==> src/design/msgpack_stream_decoder_top_defines.svh <==
// Assertion macros for the MessagePack stream decoder.
// Expects clk and rst_n in the scope of every use.
`ifndef MSGPACK_STREAM_DECODER_TOP_DEFINES_SVH
`define MSGPACK_STREAM_DECODER_TOP_DEFINES_SVH

// same-cycle implication, disabled during reset
`define MSGD_ASSERT(label, prop, msg) \
    label: assert property (@(posedge clk) disable iff (!rst_n) prop) else $error(msg);

// next-cycle implication, disabled during reset
`define MSGD_ASSERT_NEXT(label, ante, cons, msg) \
    label: assert property (@(posedge clk) disable iff (!rst_n) (ante) |=> (cons)) else $error(msg);

`endif

==> src/design/msgd_pkg.sv <==
// Shared types, codes and constants of the MessagePack stream decoder.
// No dependencies.
`timescale 1ns / 1ps

package msgd_pkg;

    localparam int MAX_NESTING_DEF = 16;
    localparam int DEPTH_W         = 5;
    localparam int CNT_W           = 32;
    localparam int ELEM_W          = 33;
    localparam logic [DEPTH_W-1:0] MAX_DEPTH_RST = 5'd16;
    localparam logic REG_MAX_DEPTH = 1'b0;

    localparam logic [7:0] LD_FIXMAP = 8'h80;
    localparam logic [7:0] LD_FIXARR = 8'h90;
    localparam logic [7:0] LD_FIXRAW = 8'ha0;
    localparam logic [7:0] LD_NIL    = 8'hc0;
    localparam logic [7:0] LD_FALSE  = 8'hc2;
    localparam logic [7:0] LD_TRUE   = 8'hc3;
    localparam logic [7:0] LD_F32    = 8'hca;
    localparam logic [7:0] LD_F64    = 8'hcb;
    localparam logic [7:0] LD_U8     = 8'hcc;
    localparam logic [7:0] LD_U16    = 8'hcd;
    localparam logic [7:0] LD_U32    = 8'hce;
    localparam logic [7:0] LD_U64    = 8'hcf;
    localparam logic [7:0] LD_I8     = 8'hd0;
    localparam logic [7:0] LD_I16    = 8'hd1;
    localparam logic [7:0] LD_I32    = 8'hd2;
    localparam logic [7:0] LD_I64    = 8'hd3;
    localparam logic [7:0] LD_RAW16  = 8'hda;
    localparam logic [7:0] LD_RAW32  = 8'hdb;
    localparam logic [7:0] LD_ARR16  = 8'hdc;
    localparam logic [7:0] LD_ARR32  = 8'hdd;
    localparam logic [7:0] LD_MAP16  = 8'hde;
    localparam logic [7:0] LD_MAP32  = 8'hdf;
    localparam logic [7:0] LD_NEGFIX = 8'he0;

    typedef enum logic [3:0] {
        K_UINT  = 4'd0,
        K_INT   = 4'd1,
        K_NIL   = 4'd2,
        K_TRUE  = 4'd3,
        K_FALSE = 4'd4,
        K_F32   = 4'd5,
        K_F64   = 4'd6,
        K_ARRAY = 4'd7,
        K_MAP   = 4'd8,
        K_BYTES = 4'd9,
        K_BYTE  = 4'd10,
        K_BAD   = 4'd11,
        K_TRUNC = 4'd12,
        K_DEEP  = 4'd13
    } kind_t;

    typedef enum logic [2:0] {
        PH_LEADER  = 3'b001,
        PH_HEADER  = 3'b010,
        PH_PAYLOAD = 3'b100
    } phase_t;

    typedef struct packed {
        logic [7:0] data_byte;
        logic       last_byte;
    } in_item_t;

    typedef struct packed {
        kind_t               kind;
        logic [63:0]         value;
        logic [CNT_W-1:0]    length;
        logic [7:0]          leader;
        logic [DEPTH_W-1:0]  depth;
        logic [DEPTH_W-1:0]  levels_closed;
        logic                top_done;
    } out_item_t;

    typedef struct packed {
        logic              push;
        logic              finish;
        logic              clear;
        logic [ELEM_W-1:0] elems;
    } stk_ctl_t;

    typedef struct packed {
        logic [DEPTH_W-1:0] depth;
        logic [DEPTH_W-1:0] closed;
        logic               top;
    } stk_stat_t;

    // usable stack entries: the depth fields cap nesting at 31
    function automatic int stk_size(input int n);
        return (n < 31) ? n : 31;
    endfunction

endpackage

==> src/design/msgd_stack.sv <==
// Stack of remaining-element counts, one register cell per nesting level.
// Depends on msgd_pkg.
`timescale 1ns / 1ps

module msgd_stack #(
    parameter int MAX_NESTING = msgd_pkg::MAX_NESTING_DEF
) (
    input  logic                clk,
    input  logic                rst_n,
    input  msgd_pkg::stk_ctl_t  ctl,
    output msgd_pkg::stk_stat_t stat
);

    localparam int STK = msgd_pkg::stk_size(MAX_NESTING);
    localparam int IW  = (STK > 1) ? $clog2(STK) : 1;

    logic [msgd_pkg::ELEM_W-1:0]  ent_reg [STK];
    logic [msgd_pkg::DEPTH_W-1:0] depth_reg;
    logic [msgd_pkg::DEPTH_W-1:0] depth_next;
    logic                         found;
    logic [IW-1:0]                hidx;
    logic [msgd_pkg::DEPTH_W-1:0] closed;

    // highest open level that does not complete on this value
    always_comb
    begin
        found = 1'b0;
        hidx  = '0;
        for (int i = 0; i < STK; i++)
        begin
            if ((msgd_pkg::DEPTH_W'(i) < depth_reg) && (ent_reg[i] != 33'd1))
            begin
                found = 1'b1;
                hidx  = IW'(i);
            end
        end
        closed = found ? (depth_reg - 5'd1 - msgd_pkg::DEPTH_W'(hidx)) : depth_reg;
    end

    assign stat.depth  = depth_reg;
    assign stat.closed = closed;
    assign stat.top    = !found;

    always_comb
    begin
        depth_next = depth_reg;
        if (ctl.clear)
        begin
            depth_next = '0;
        end
        else if (ctl.push)
        begin
            depth_next = depth_reg + 5'd1;
        end
        else if (ctl.finish)
        begin
            depth_next = depth_reg - closed;
        end
    end

    always_ff @(posedge clk or negedge rst_n)
    begin
        if (!rst_n)
        begin
            depth_reg <= '0;
        end
        else
        begin
            depth_reg <= depth_next;
        end
    end

    always_ff @(posedge clk)
    begin
        for (int i = 0; i < STK; i++)
        begin
            if (!ctl.clear && ctl.push && (depth_reg == msgd_pkg::DEPTH_W'(i)))
            begin
                ent_reg[i] <= ctl.elems;
            end
            else if (!ctl.clear && ctl.finish && found && (hidx == IW'(i)))
            begin
                ent_reg[i] <= ent_reg[i] - 33'd1;
            end
        end
    end

endmodule

==> src/design/msgd_step.sv <==
// Per-byte decode: leader, header and payload phases, token build, truncation.
// Depends on msgd_pkg; drives msgd_stack through a control struct.
`timescale 1ns / 1ps

module msgd_step #(
    parameter int MAX_NESTING = msgd_pkg::MAX_NESTING_DEF
) (
    input  logic                         clk,
    input  logic                         rst_n,
    input  logic                         en,
    input  msgd_pkg::in_item_t           item,
    input  logic [msgd_pkg::DEPTH_W-1:0] max_depth,
    input  msgd_pkg::stk_stat_t          stat,
    output msgd_pkg::stk_ctl_t           ctl,
    output logic                         tok_have,
    output msgd_pkg::out_item_t          tok
);

    localparam int STK = msgd_pkg::stk_size(MAX_NESTING);
    localparam logic [msgd_pkg::DEPTH_W-1:0] STK_DEPTH = msgd_pkg::DEPTH_W'(STK);

    msgd_pkg::phase_t             phase_reg, phase_next;
    logic [msgd_pkg::CNT_W-1:0]   cnt_reg, cnt_next;
    logic [63:0]                  shift_reg, shift_next;
    logic [7:0]                   lead_reg, lead_next;

    logic [7:0]                   b;
    logic [63:0]                  v;
    logic [msgd_pkg::DEPTH_W-1:0] limit;
    logic [msgd_pkg::DEPTH_W-1:0] depth_after;
    logic                         scalar_req, open_req, bytes_req, err_bad, err_deep, trunc;
    logic                         do_finish, do_push, do_clear;
    msgd_pkg::kind_t              req_kind;
    logic [63:0]                  req_value;
    logic [msgd_pkg::CNT_W-1:0]   req_count;
    logic [msgd_pkg::ELEM_W-1:0]  req_elems;

    assign b     = item.data_byte;
    assign v     = {shift_reg[55:0], b};
    assign limit = (max_depth < STK_DEPTH) ? max_depth : STK_DEPTH;

    always_comb
    begin
        phase_next = phase_reg;
        cnt_next   = cnt_reg;
        shift_next = shift_reg;
        lead_next  = lead_reg;
        scalar_req = 1'b0;
        open_req   = 1'b0;
        bytes_req  = 1'b0;
        err_bad    = 1'b0;
        err_deep   = 1'b0;
        req_kind   = msgd_pkg::K_UINT;
        req_value  = '0;
        req_count  = '0;
        req_elems  = '0;
        do_finish  = 1'b0;
        do_push    = 1'b0;
        do_clear   = 1'b0;
        tok_have   = 1'b0;
        tok        = '0;
        tok.depth  = stat.depth;

        case (phase_reg)
            msgd_pkg::PH_HEADER:
            begin
                shift_next = v;
                cnt_next   = cnt_reg - 32'd1;
                if (cnt_reg == 32'd1)
                begin
                    phase_next = msgd_pkg::PH_LEADER;
                    case (lead_reg)
                        msgd_pkg::LD_F32:
                        begin
                            scalar_req = 1'b1;
                            req_kind   = msgd_pkg::K_F32;
                            req_value  = {32'd0, v[31:0]};
                        end
                        msgd_pkg::LD_F64:
                        begin
                            scalar_req = 1'b1;
                            req_kind   = msgd_pkg::K_F64;
                            req_value  = v;
                        end
                        msgd_pkg::LD_U8, msgd_pkg::LD_U16, msgd_pkg::LD_U32, msgd_pkg::LD_U64:
                        begin
                            scalar_req = 1'b1;
                            req_kind   = msgd_pkg::K_UINT;
                            req_value  = v;
                        end
                        msgd_pkg::LD_I8:
                        begin
                            scalar_req = 1'b1;
                            req_kind   = msgd_pkg::K_INT;
                            req_value  = {{56{v[7]}}, v[7:0]};
                        end
                        msgd_pkg::LD_I16:
                        begin
                            scalar_req = 1'b1;
                            req_kind   = msgd_pkg::K_INT;
                            req_value  = {{48{v[15]}}, v[15:0]};
                        end
                        msgd_pkg::LD_I32:
                        begin
                            scalar_req = 1'b1;
                            req_kind   = msgd_pkg::K_INT;
                            req_value  = {{32{v[31]}}, v[31:0]};
                        end
                        msgd_pkg::LD_I64:
                        begin
                            scalar_req = 1'b1;
                            req_kind   = msgd_pkg::K_INT;
                            req_value  = v;
                        end
                        msgd_pkg::LD_RAW16, msgd_pkg::LD_RAW32:
                        begin
                            bytes_req = 1'b1;
                            req_count = v[31:0];
                        end
                        msgd_pkg::LD_ARR16, msgd_pkg::LD_ARR32:
                        begin
                            open_req  = 1'b1;
                            req_kind  = msgd_pkg::K_ARRAY;
                            req_count = v[31:0];
                            req_elems = {1'b0, v[31:0]};
                        end
                        msgd_pkg::LD_MAP16, msgd_pkg::LD_MAP32:
                        begin
                            open_req  = 1'b1;
                            req_kind  = msgd_pkg::K_MAP;
                            req_count = v[31:0];
                            req_elems = {v[31:0], 1'b0};
                        end
                        default:
                        begin
                            err_bad = 1'b1;
                        end
                    endcase
                end
            end
            msgd_pkg::PH_PAYLOAD:
            begin
                tok_have   = 1'b1;
                tok.kind   = msgd_pkg::K_BYTE;
                tok.value  = {56'd0, b};
                cnt_next   = cnt_reg - 32'd1;
                if (cnt_reg == 32'd1)
                begin
                    phase_next = msgd_pkg::PH_LEADER;
                    do_finish  = 1'b1;
                end
            end
            default:
            begin
                lead_next = b;
                case (b) inside
                    [8'h00 : msgd_pkg::LD_FIXMAP - 8'd1], [msgd_pkg::LD_NEGFIX : 8'hff]:
                    begin
                        scalar_req = 1'b1;
                        req_kind   = msgd_pkg::K_INT;
                        req_value  = {{56{b[7]}}, b};
                    end
                    [msgd_pkg::LD_FIXMAP : msgd_pkg::LD_FIXARR - 8'd1]:
                    begin
                        open_req  = 1'b1;
                        req_kind  = msgd_pkg::K_MAP;
                        req_count = {28'd0, b[3:0]};
                        req_elems = {28'd0, b[3:0], 1'b0};
                    end
                    [msgd_pkg::LD_FIXARR : msgd_pkg::LD_FIXRAW - 8'd1]:
                    begin
                        open_req  = 1'b1;
                        req_kind  = msgd_pkg::K_ARRAY;
                        req_count = {28'd0, b[3:0]};
                        req_elems = {29'd0, b[3:0]};
                    end
                    [msgd_pkg::LD_FIXRAW : msgd_pkg::LD_NIL - 8'd1]:
                    begin
                        bytes_req = 1'b1;
                        req_count = {27'd0, b[4:0]};
                    end
                    msgd_pkg::LD_NIL:
                    begin
                        scalar_req = 1'b1;
                        req_kind   = msgd_pkg::K_NIL;
                    end
                    msgd_pkg::LD_FALSE:
                    begin
                        scalar_req = 1'b1;
                        req_kind   = msgd_pkg::K_FALSE;
                    end
                    msgd_pkg::LD_TRUE:
                    begin
                        scalar_req = 1'b1;
                        req_kind   = msgd_pkg::K_TRUE;
                    end
                    msgd_pkg::LD_F32, msgd_pkg::LD_U32, msgd_pkg::LD_I32, msgd_pkg::LD_RAW32,
                    msgd_pkg::LD_ARR32, msgd_pkg::LD_MAP32:
                    begin
                        phase_next = msgd_pkg::PH_HEADER;
                        cnt_next   = 32'd4;
                        shift_next = '0;
                    end
                    msgd_pkg::LD_F64, msgd_pkg::LD_U64, msgd_pkg::LD_I64:
                    begin
                        phase_next = msgd_pkg::PH_HEADER;
                        cnt_next   = 32'd8;
                        shift_next = '0;
                    end
                    msgd_pkg::LD_U8, msgd_pkg::LD_I8:
                    begin
                        phase_next = msgd_pkg::PH_HEADER;
                        cnt_next   = 32'd1;
                        shift_next = '0;
                    end
                    msgd_pkg::LD_U16, msgd_pkg::LD_I16, msgd_pkg::LD_RAW16,
                    msgd_pkg::LD_ARR16, msgd_pkg::LD_MAP16:
                    begin
                        phase_next = msgd_pkg::PH_HEADER;
                        cnt_next   = 32'd2;
                        shift_next = '0;
                    end
                    default:
                    begin
                        err_bad = 1'b1;
                    end
                endcase
            end
        endcase

        if (scalar_req)
        begin
            tok_have  = 1'b1;
            tok.kind  = req_kind;
            tok.value = req_value;
            do_finish = 1'b1;
        end
        if (open_req)
        begin
            tok_have   = 1'b1;
            tok.kind   = req_kind;
            tok.length = req_count;
            if (req_elems == '0)
            begin
                do_finish = 1'b1;
            end
            else if (stat.depth >= limit)
            begin
                err_deep = 1'b1;
            end
            else
            begin
                do_push = 1'b1;
            end
        end
        if (bytes_req)
        begin
            tok_have   = 1'b1;
            tok.kind   = msgd_pkg::K_BYTES;
            tok.length = req_count;
            if (req_count == '0)
            begin
                do_finish = 1'b1;
            end
            else
            begin
                phase_next = msgd_pkg::PH_PAYLOAD;
                cnt_next   = req_count;
            end
        end
        if (do_finish)
        begin
            tok.levels_closed = stat.closed;
            tok.top_done      = stat.top;
        end

        depth_after = do_push ? (stat.depth + 5'd1)
                    : (do_finish ? (stat.depth - stat.closed) : stat.depth);

        if (err_bad || err_deep)
        begin
            tok_have          = 1'b1;
            tok.kind          = err_bad ? msgd_pkg::K_BAD : msgd_pkg::K_DEEP;
            tok.value         = {56'd0, b};
            tok.levels_closed = '0;
            tok.top_done      = 1'b0;
            do_clear          = 1'b1;
        end

        trunc = item.last_byte && !do_clear &&
                ((phase_next != msgd_pkg::PH_LEADER) || (depth_after != '0));
        if (trunc)
        begin
            tok_have          = 1'b1;
            tok.kind          = msgd_pkg::K_TRUNC;
            tok.value         = {56'd0, b};
            tok.length        = '0;
            tok.depth         = depth_after;
            tok.levels_closed = '0;
            tok.top_done      = 1'b0;
            do_clear          = 1'b1;
        end

        if (do_clear)
        begin
            phase_next = msgd_pkg::PH_LEADER;
            cnt_next   = '0;
            shift_next = '0;
        end
        tok.leader = lead_next;
    end

    assign ctl.push   = en && do_push && !do_clear;
    assign ctl.finish = en && do_finish && !do_clear;
    assign ctl.clear  = en && do_clear;
    assign ctl.elems  = req_elems;

    always_ff @(posedge clk or negedge rst_n)
    begin
        if (!rst_n)
        begin
            phase_reg <= msgd_pkg::PH_LEADER;
            cnt_reg   <= '0;
            shift_reg <= '0;
            lead_reg  <= '0;
        end
        else if (en)
        begin
            phase_reg <= phase_next;
            cnt_reg   <= cnt_next;
            shift_reg <= shift_next;
            lead_reg  <= lead_next;
        end
    end

endmodule

==> src/design/msgpack_stream_decoder_top.sv <==
// MessagePack stream decoder, top level: request registers, APB register, assembly.
// Depends on msgd_pkg, msgd_step, msgd_stack and msgpack_stream_decoder_top_defines.svh.
`timescale 1ns / 1ps

// Decodes a legacy-raw MessagePack byte stream at one byte per clock, with zero
// or one token per byte. A byte passes an input register, then one combinational
// decode step (stack pop search over min(MAX_NESTING, 31) levels) into the output
// register, a new byte every cycle while out_ready holds. max_depth (APB offset
// 0x0, reset 16) limits nesting; write it only while idle.
`include "msgpack_stream_decoder_top_defines.svh"

module msgpack_stream_decoder_top #(
    parameter int MAX_NESTING = msgd_pkg::MAX_NESTING_DEF
) (
    input  logic                clk,
    input  logic                rst_n,
    input  logic                in_valid,
    output logic                in_ready,
    input  msgd_pkg::in_item_t  in_data,
    output logic                out_valid,
    input  logic                out_ready,
    output msgd_pkg::out_item_t out_data,
    input  logic                psel,
    input  logic                penable,
    input  logic                pwrite,
    input  logic [2:0]          paddr,
    input  logic [31:0]         pwdata,
    output logic [31:0]         prdata,
    output logic                pready
);

    logic                          in_valid_reg;
    msgd_pkg::in_item_t            in_item_reg;
    logic                          out_valid_reg;
    msgd_pkg::out_item_t           out_item_reg;
    logic [msgd_pkg::DEPTH_W-1:0]  max_depth_reg;
    logic                          advance;
    logic                          cfg_wr;
    logic                          tok_have;
    msgd_pkg::out_item_t           tok;
    msgd_pkg::stk_ctl_t            stk_ctl;
    msgd_pkg::stk_stat_t           stk_stat;

    assign pready    = 1'b1;
    assign cfg_wr    = psel && penable && pwrite && (paddr[2] == msgd_pkg::REG_MAX_DEPTH);
    assign prdata    = (paddr[2] == msgd_pkg::REG_MAX_DEPTH) ? {27'd0, max_depth_reg} : '0;

    assign advance   = in_valid_reg && (!out_valid_reg || out_ready);
    assign in_ready  = !in_valid_reg || advance;
    assign out_valid = out_valid_reg;
    assign out_data  = out_item_reg;

    always_ff @(posedge clk or negedge rst_n)
    begin
        if (!rst_n)
        begin
            max_depth_reg <= msgd_pkg::MAX_DEPTH_RST;
            in_valid_reg  <= 1'b0;
            out_valid_reg <= 1'b0;
        end
        else
        begin
            if (cfg_wr)
            begin
                max_depth_reg <= pwdata[msgd_pkg::DEPTH_W-1:0];
            end
            if (in_ready)
            begin
                in_valid_reg <= in_valid;
            end
            if (advance)
            begin
                out_valid_reg <= tok_have;
            end
            else if (out_ready)
            begin
                out_valid_reg <= 1'b0;
            end
        end
    end

    always_ff @(posedge clk)
    begin
        if (in_ready && in_valid)
        begin
            in_item_reg <= in_data;
        end
        if (advance)
        begin
            out_item_reg <= tok;
        end
    end

    msgd_step #(
        .MAX_NESTING (MAX_NESTING)
    ) u_step (
        .clk       (clk),
        .rst_n     (rst_n),
        .en        (advance),
        .item      (in_item_reg),
        .max_depth (max_depth_reg),
        .stat      (stk_stat),
        .ctl       (stk_ctl),
        .tok_have  (tok_have),
        .tok       (tok)
    );

    msgd_stack #(
        .MAX_NESTING (MAX_NESTING)
    ) u_stack (
        .clk   (clk),
        .rst_n (rst_n),
        .ctl   (stk_ctl),
        .stat  (stk_stat)
    );

    `MSGD_ASSERT(a_top_closes_all, (out_valid_reg && out_item_reg.top_done) |-> (out_item_reg.levels_closed == out_item_reg.depth), "top-level completion without closing every open level")
    `MSGD_ASSERT(a_err_no_close, (out_valid_reg && (out_item_reg.kind == msgd_pkg::K_BAD || out_item_reg.kind == msgd_pkg::K_TRUNC || out_item_reg.kind == msgd_pkg::K_DEEP)) |-> (out_item_reg.levels_closed == '0 && !out_item_reg.top_done), "error token reports closed levels")
    `MSGD_ASSERT(a_stall_cause, !in_ready |-> (in_valid_reg && out_valid_reg && !out_ready), "input stalled without a blocked result")
    `MSGD_ASSERT_NEXT(a_cfg_write, cfg_wr, max_depth_reg == $past(pwdata[msgd_pkg::DEPTH_W-1:0]), "max_depth write lost")

endmodule

==> config.mk <==
export PLATFORM = sky130hd
export DESIGN_NAME = msgpack_stream_decoder_top
export DESIGN_NICKNAME = d
export VERILOG_FILES = /design/src/design/msgd_pkg.sv /design/src/design/msgd_stack.sv /design/src/design/msgd_step.sv /design/src/design/msgpack_stream_decoder_top.sv
export VERILOG_INCLUDE_DIRS = /design/src /design/src/design
export SDC_FILE = /design/constraint.sdc
export NUM_CORES = 2
export LEC_CHECK = 0
export ABC_CLOCK_PERIOD_IN_PS = 13100
export BUFFER_PORTS_ARGS = -buffer_cell sky130_fd_sc_hd__buf_2
export CORE_ASPECT_RATIO = 1.5
export CORE_MARGIN = 5
export CORE_UTILIZATION = 63
export DETAILED_ROUTE_END_ITERATION = 10
export GPL_ROUTABILITY_DRIVEN = 1
export GPL_TIMING_DRIVEN = 0
export PLACE_DENSITY = 0.86
export SLEW_MARGIN = 10
export SYNTH_ARGS = -nofsm -noshare
export SYNTH_HDL_FRONTEND = slang
export SYNTH_HIERARCHICAL = 1
export SYNTH_SLANG_ARGS = --single-unit
==> constraint.sdc <==
create_clock -name clk -period 13.1 [get_ports clk]
set_input_delay 1.31 -clock clk [delete_from_list [all_inputs] [get_ports clk]]
set_output_delay 1.31 -clock clk [all_outputs]
set_load 0.02 [all_outputs]
==> results.sh <==
export IMPL_outcome="finished, final reports clean"
export IMPL_design_core_area_um2=71600
export IMPL_syn_to_final_growth_pct=11.1
export IMPL_nets=4512
export IMPL_synth_most_common_cell="edfxtp_1"
export IMPL_start_util_pct=63.6
export IMPL_ff2ff_path_depth=34
export IMPL_path_max_fanout=33
export IMPL_postCtsSetupBuffers=0
export IMPL_fin_cells=5379
export IMPL_clkSlewWorstSetupHoldPaths_ns=0.06
export IMPL_max_freq_mhz=89.6
export IMPL_rsz0062_at_grt="no"
export IMPL_start_kind="flip-flop"
export IMPL_route_top_layer_used="met4"
export IMPL_skew_ns=0.0307
export IMPL_syn_area_um2=45500
export IMPL_cp_arrival_ns=11.41
export IMPL_route_antenna_remaining_nets=0
export IMPL_fin_util_pct=70.6
export IMPL_antenna_found_initial=2
export IMPL_synthTopCellsByCount="edfxtp_1, nand2_1, nor2_1"
export IMPL_grt_usage_pct=33.4
export IMPL_setup_viol=0
export IMPL_post_cts_resized=0
export IMPL_die_w_um=229
export IMPL_dpl_cell_area_um2=48100
export IMPL_leakage_uw=0.0179
export IMPL_grt_pass1_vias=34986
export IMPL_yosysTopAreaCell="edfxtp_1"
export IMPL_synth_edff_count=656
export IMPL_ys_warnings_count=6
export IMPL_cts_root_buf="clkbuf_16"
export IMPL_insertion_delay_ns=0.65
export IMPL_ys_seq_area_share_pct=49.4
export IMPL_min_delay_start="u_step/cnt_reg[23]$_DFFE_PN0P_"
export IMPL_synth_flop_cell="edfxtp_1"
export IMPL_finalCriticalPeriod_ns=11.16
export IMPL_dpl_cell_count=5243
export IMPL_worstMarginPinSlew_ns=1.44
export IMPL_powerDensity_nw_per_um2=158
export IMPL_path_class="flip-flop to flip-flop"
export IMPL_dp_hpwl_um=92100
export IMPL_dieArea_um2=77900
export IMPL_relSlewSlack_pct=4.19
export IMPL_vdd_drop_max_uv=229
export IMPL_grt_start_max_net_pins=80
export IMPL_gp_congestion=1.05
export IMPL_io_buffers=147
export IMPL_wl_per_cell_um=25.1
export IMPL_ys_types=98
export IMPL_async_flop_share_pct=14.5
export IMPL_wl_met1_um=45900
export IMPL_clock_path_buffers=3
export IMPL_cts_hold_buffers=0
export IMPL_maxSlewViolCount=0
export IMPL_hold_path_class="flip-flop to flip-flop"
export IMPL_largest_reg_flops=528
export IMPL_die_h_um=339
export IMPL_syn_mean_instance_area_um2=11.0
export IMPL_whs_ns=0.513
export IMPL_synth_top_area_share_pct=43.3
export IMPL_wl_met2_um=65700
export IMPL_cts_buffers=74
export IMPL_required_ns=13.36
export IMPL_htree_num_levels=3
export IMPL_viasPerCell=6.57
export IMPL_wirelength_um=135000
export IMPL_grt_ovfl_total=0
export IMPL_drtPass1Iterations=6
export IMPL_crit_slowest_cell="nor4_1"
export IMPL_drive_gt1_share_pct=18.3
export IMPL_final_area_um2=50600
export IMPL_ys_ff_latch=767
export IMPL_route_met3_wl_um=11300
export IMPL_p_total_uw=8020
export IMPL_drc=0
export IMPL_cp_end_kind="flip-flop"
export IMPL_whs_path_depth=2
export IMPL_ios=205
export IMPL_maxCapViolCount=0
export IMPL_synth_area_leaders="edfxtp_1, mux2_2, dfrtp_1, xor2_1, xnor2_1"
export IMPL_drtIter0Drc=3725
export IMPL_via_count=35334
export IMPL_min_period_over_period_pct=85.2
export IMPL_grt_pass1_wl_um=203000
export IMPL_rows=120
export IMPL_hold_violations=0
export IMPL_slowest_delay_ns=0.95
export IMPL_cts_tree="built"
export IMPL_synthCells=4138
export IMPL_cts_sinks=767
export IMPL_startpoint="u_stack/ent_reg[0][122]$_DFFE_PP_"
export IMPL_r2r_start="u_stack/ent_reg[0][122]$_DFFE_PP_"
[path summary, 6_finish.rpt]
| check | end | slack, ns |
|---|---|---|
| setup / recovery | u_stack/ent_reg[1][48]$_DFFE_PP_ | 1.94 |
| hold / removal | u_step/cnt_reg[23]$_DFFE_PN0P_ | 0.51 |
| setup reg to reg | u_stack/ent_reg[1][48]$_DFFE_PP_ | 1.94 |
| hold reg to reg | u_step/cnt_reg[23]$_DFFE_PN0P_ | 0.51 |
| max in group asynchronous | max_depth_reg[4]$_DFFE_PN1P_ | 11.78 |
| min in group asynchronous | u_step/cnt_reg[24]$_DFFE_PN0P_ | 0.55 |
[logic make-up (layout without fill, tap and decap cells)]
family / after synthesis / count (layout) / synth area share (%)
XOR/XNOR: 467 / 467 / 8.98
AO/OA/AOI/OAI: 502 / 502 / 7.36
adder cells (fa/ha/maj): 56 / 56 / 1.59
AND/OR/NAND/NOR: 1525 / 1525 / 17.3
flip-flops: 767 / 767 / 49.4
other: 2 / 30 / 0.0165
multiplexers: 498 / 498 / 12.1
buffers and inverters: 321 / 619 / 3.28
[power breakdown]
group | total [µW] | internal, µW | switching (µW)
Combinational | 2730 | 1000 | 1730
Clock | 2200 | 1240 | 962
Sequential | 3080 | 2920 | 164
[metal layers]
metal | up-vias | global-route usage [%]
li1 | 15681 | -
met1 | 17162 | 37.3
met2 | 1915 | 56.3
met3 | 576 | 5.83
met4 | 0 | 26.1
met5 | - | 0
[metrics by stage]
step | setup TNS, ns | setup slack [ns]
CTS | 0 | 2.15
finish | 0 | 1.94
global route | 0 | 1.54
floorplan | 0 | 3.64
global placement | -4.22 | -0.129
detailed placement | 0 | 2.24
[worst max-delay path: cells and delay by family, from the launching register on]
family                   cells  cell delay (ns)
XOR/XNOR                     3             0.84
buffers and inverters        8             1.60
flip-flops                   1             0.43
AND/OR/NAND/NOR             11             4.20
AO/OA/AOI/OAI                8             2.48
adder cells (fa/ha/maj)      3             0.94
multiplexers                 1             0.25
[cells in the final DEF, fill, tap and decap left out, types with 76 or more instances in the layout]
cell type / count
nand3_1: 76
mux2_1: 94
xnor2_1: 206
nor2_1: 355
edfxtp_1: 656
nor4_1: 116
dfrtp_1: 109
a21oi_1: 172
o21ai_0: 82
buf_2: 191
xor2_1: 261
or3_1: 87
nand2_1: 381
clkbuf_16: 78
clkbuf_1: 143
mux2_2: 329
nor3_1: 164
[cell type report]
cell class | instances | area (µm²)
Antenna cell | 2 | 5.00
Buffer | 246 | 1220
Clock buffer | 99 | 2080
Clock inverter | 34 | 355
Fill cell | 4976 | 21000
Inverter | 75 | 282
Multi-Input combinational cell | 3076 | 21800
Sequential cell | 767 | 22500
Tap cell | 915 | 1140
Timing Repair Buffer | 165 | 1190
Note: power is estimated with default switching activity, not from simulation.
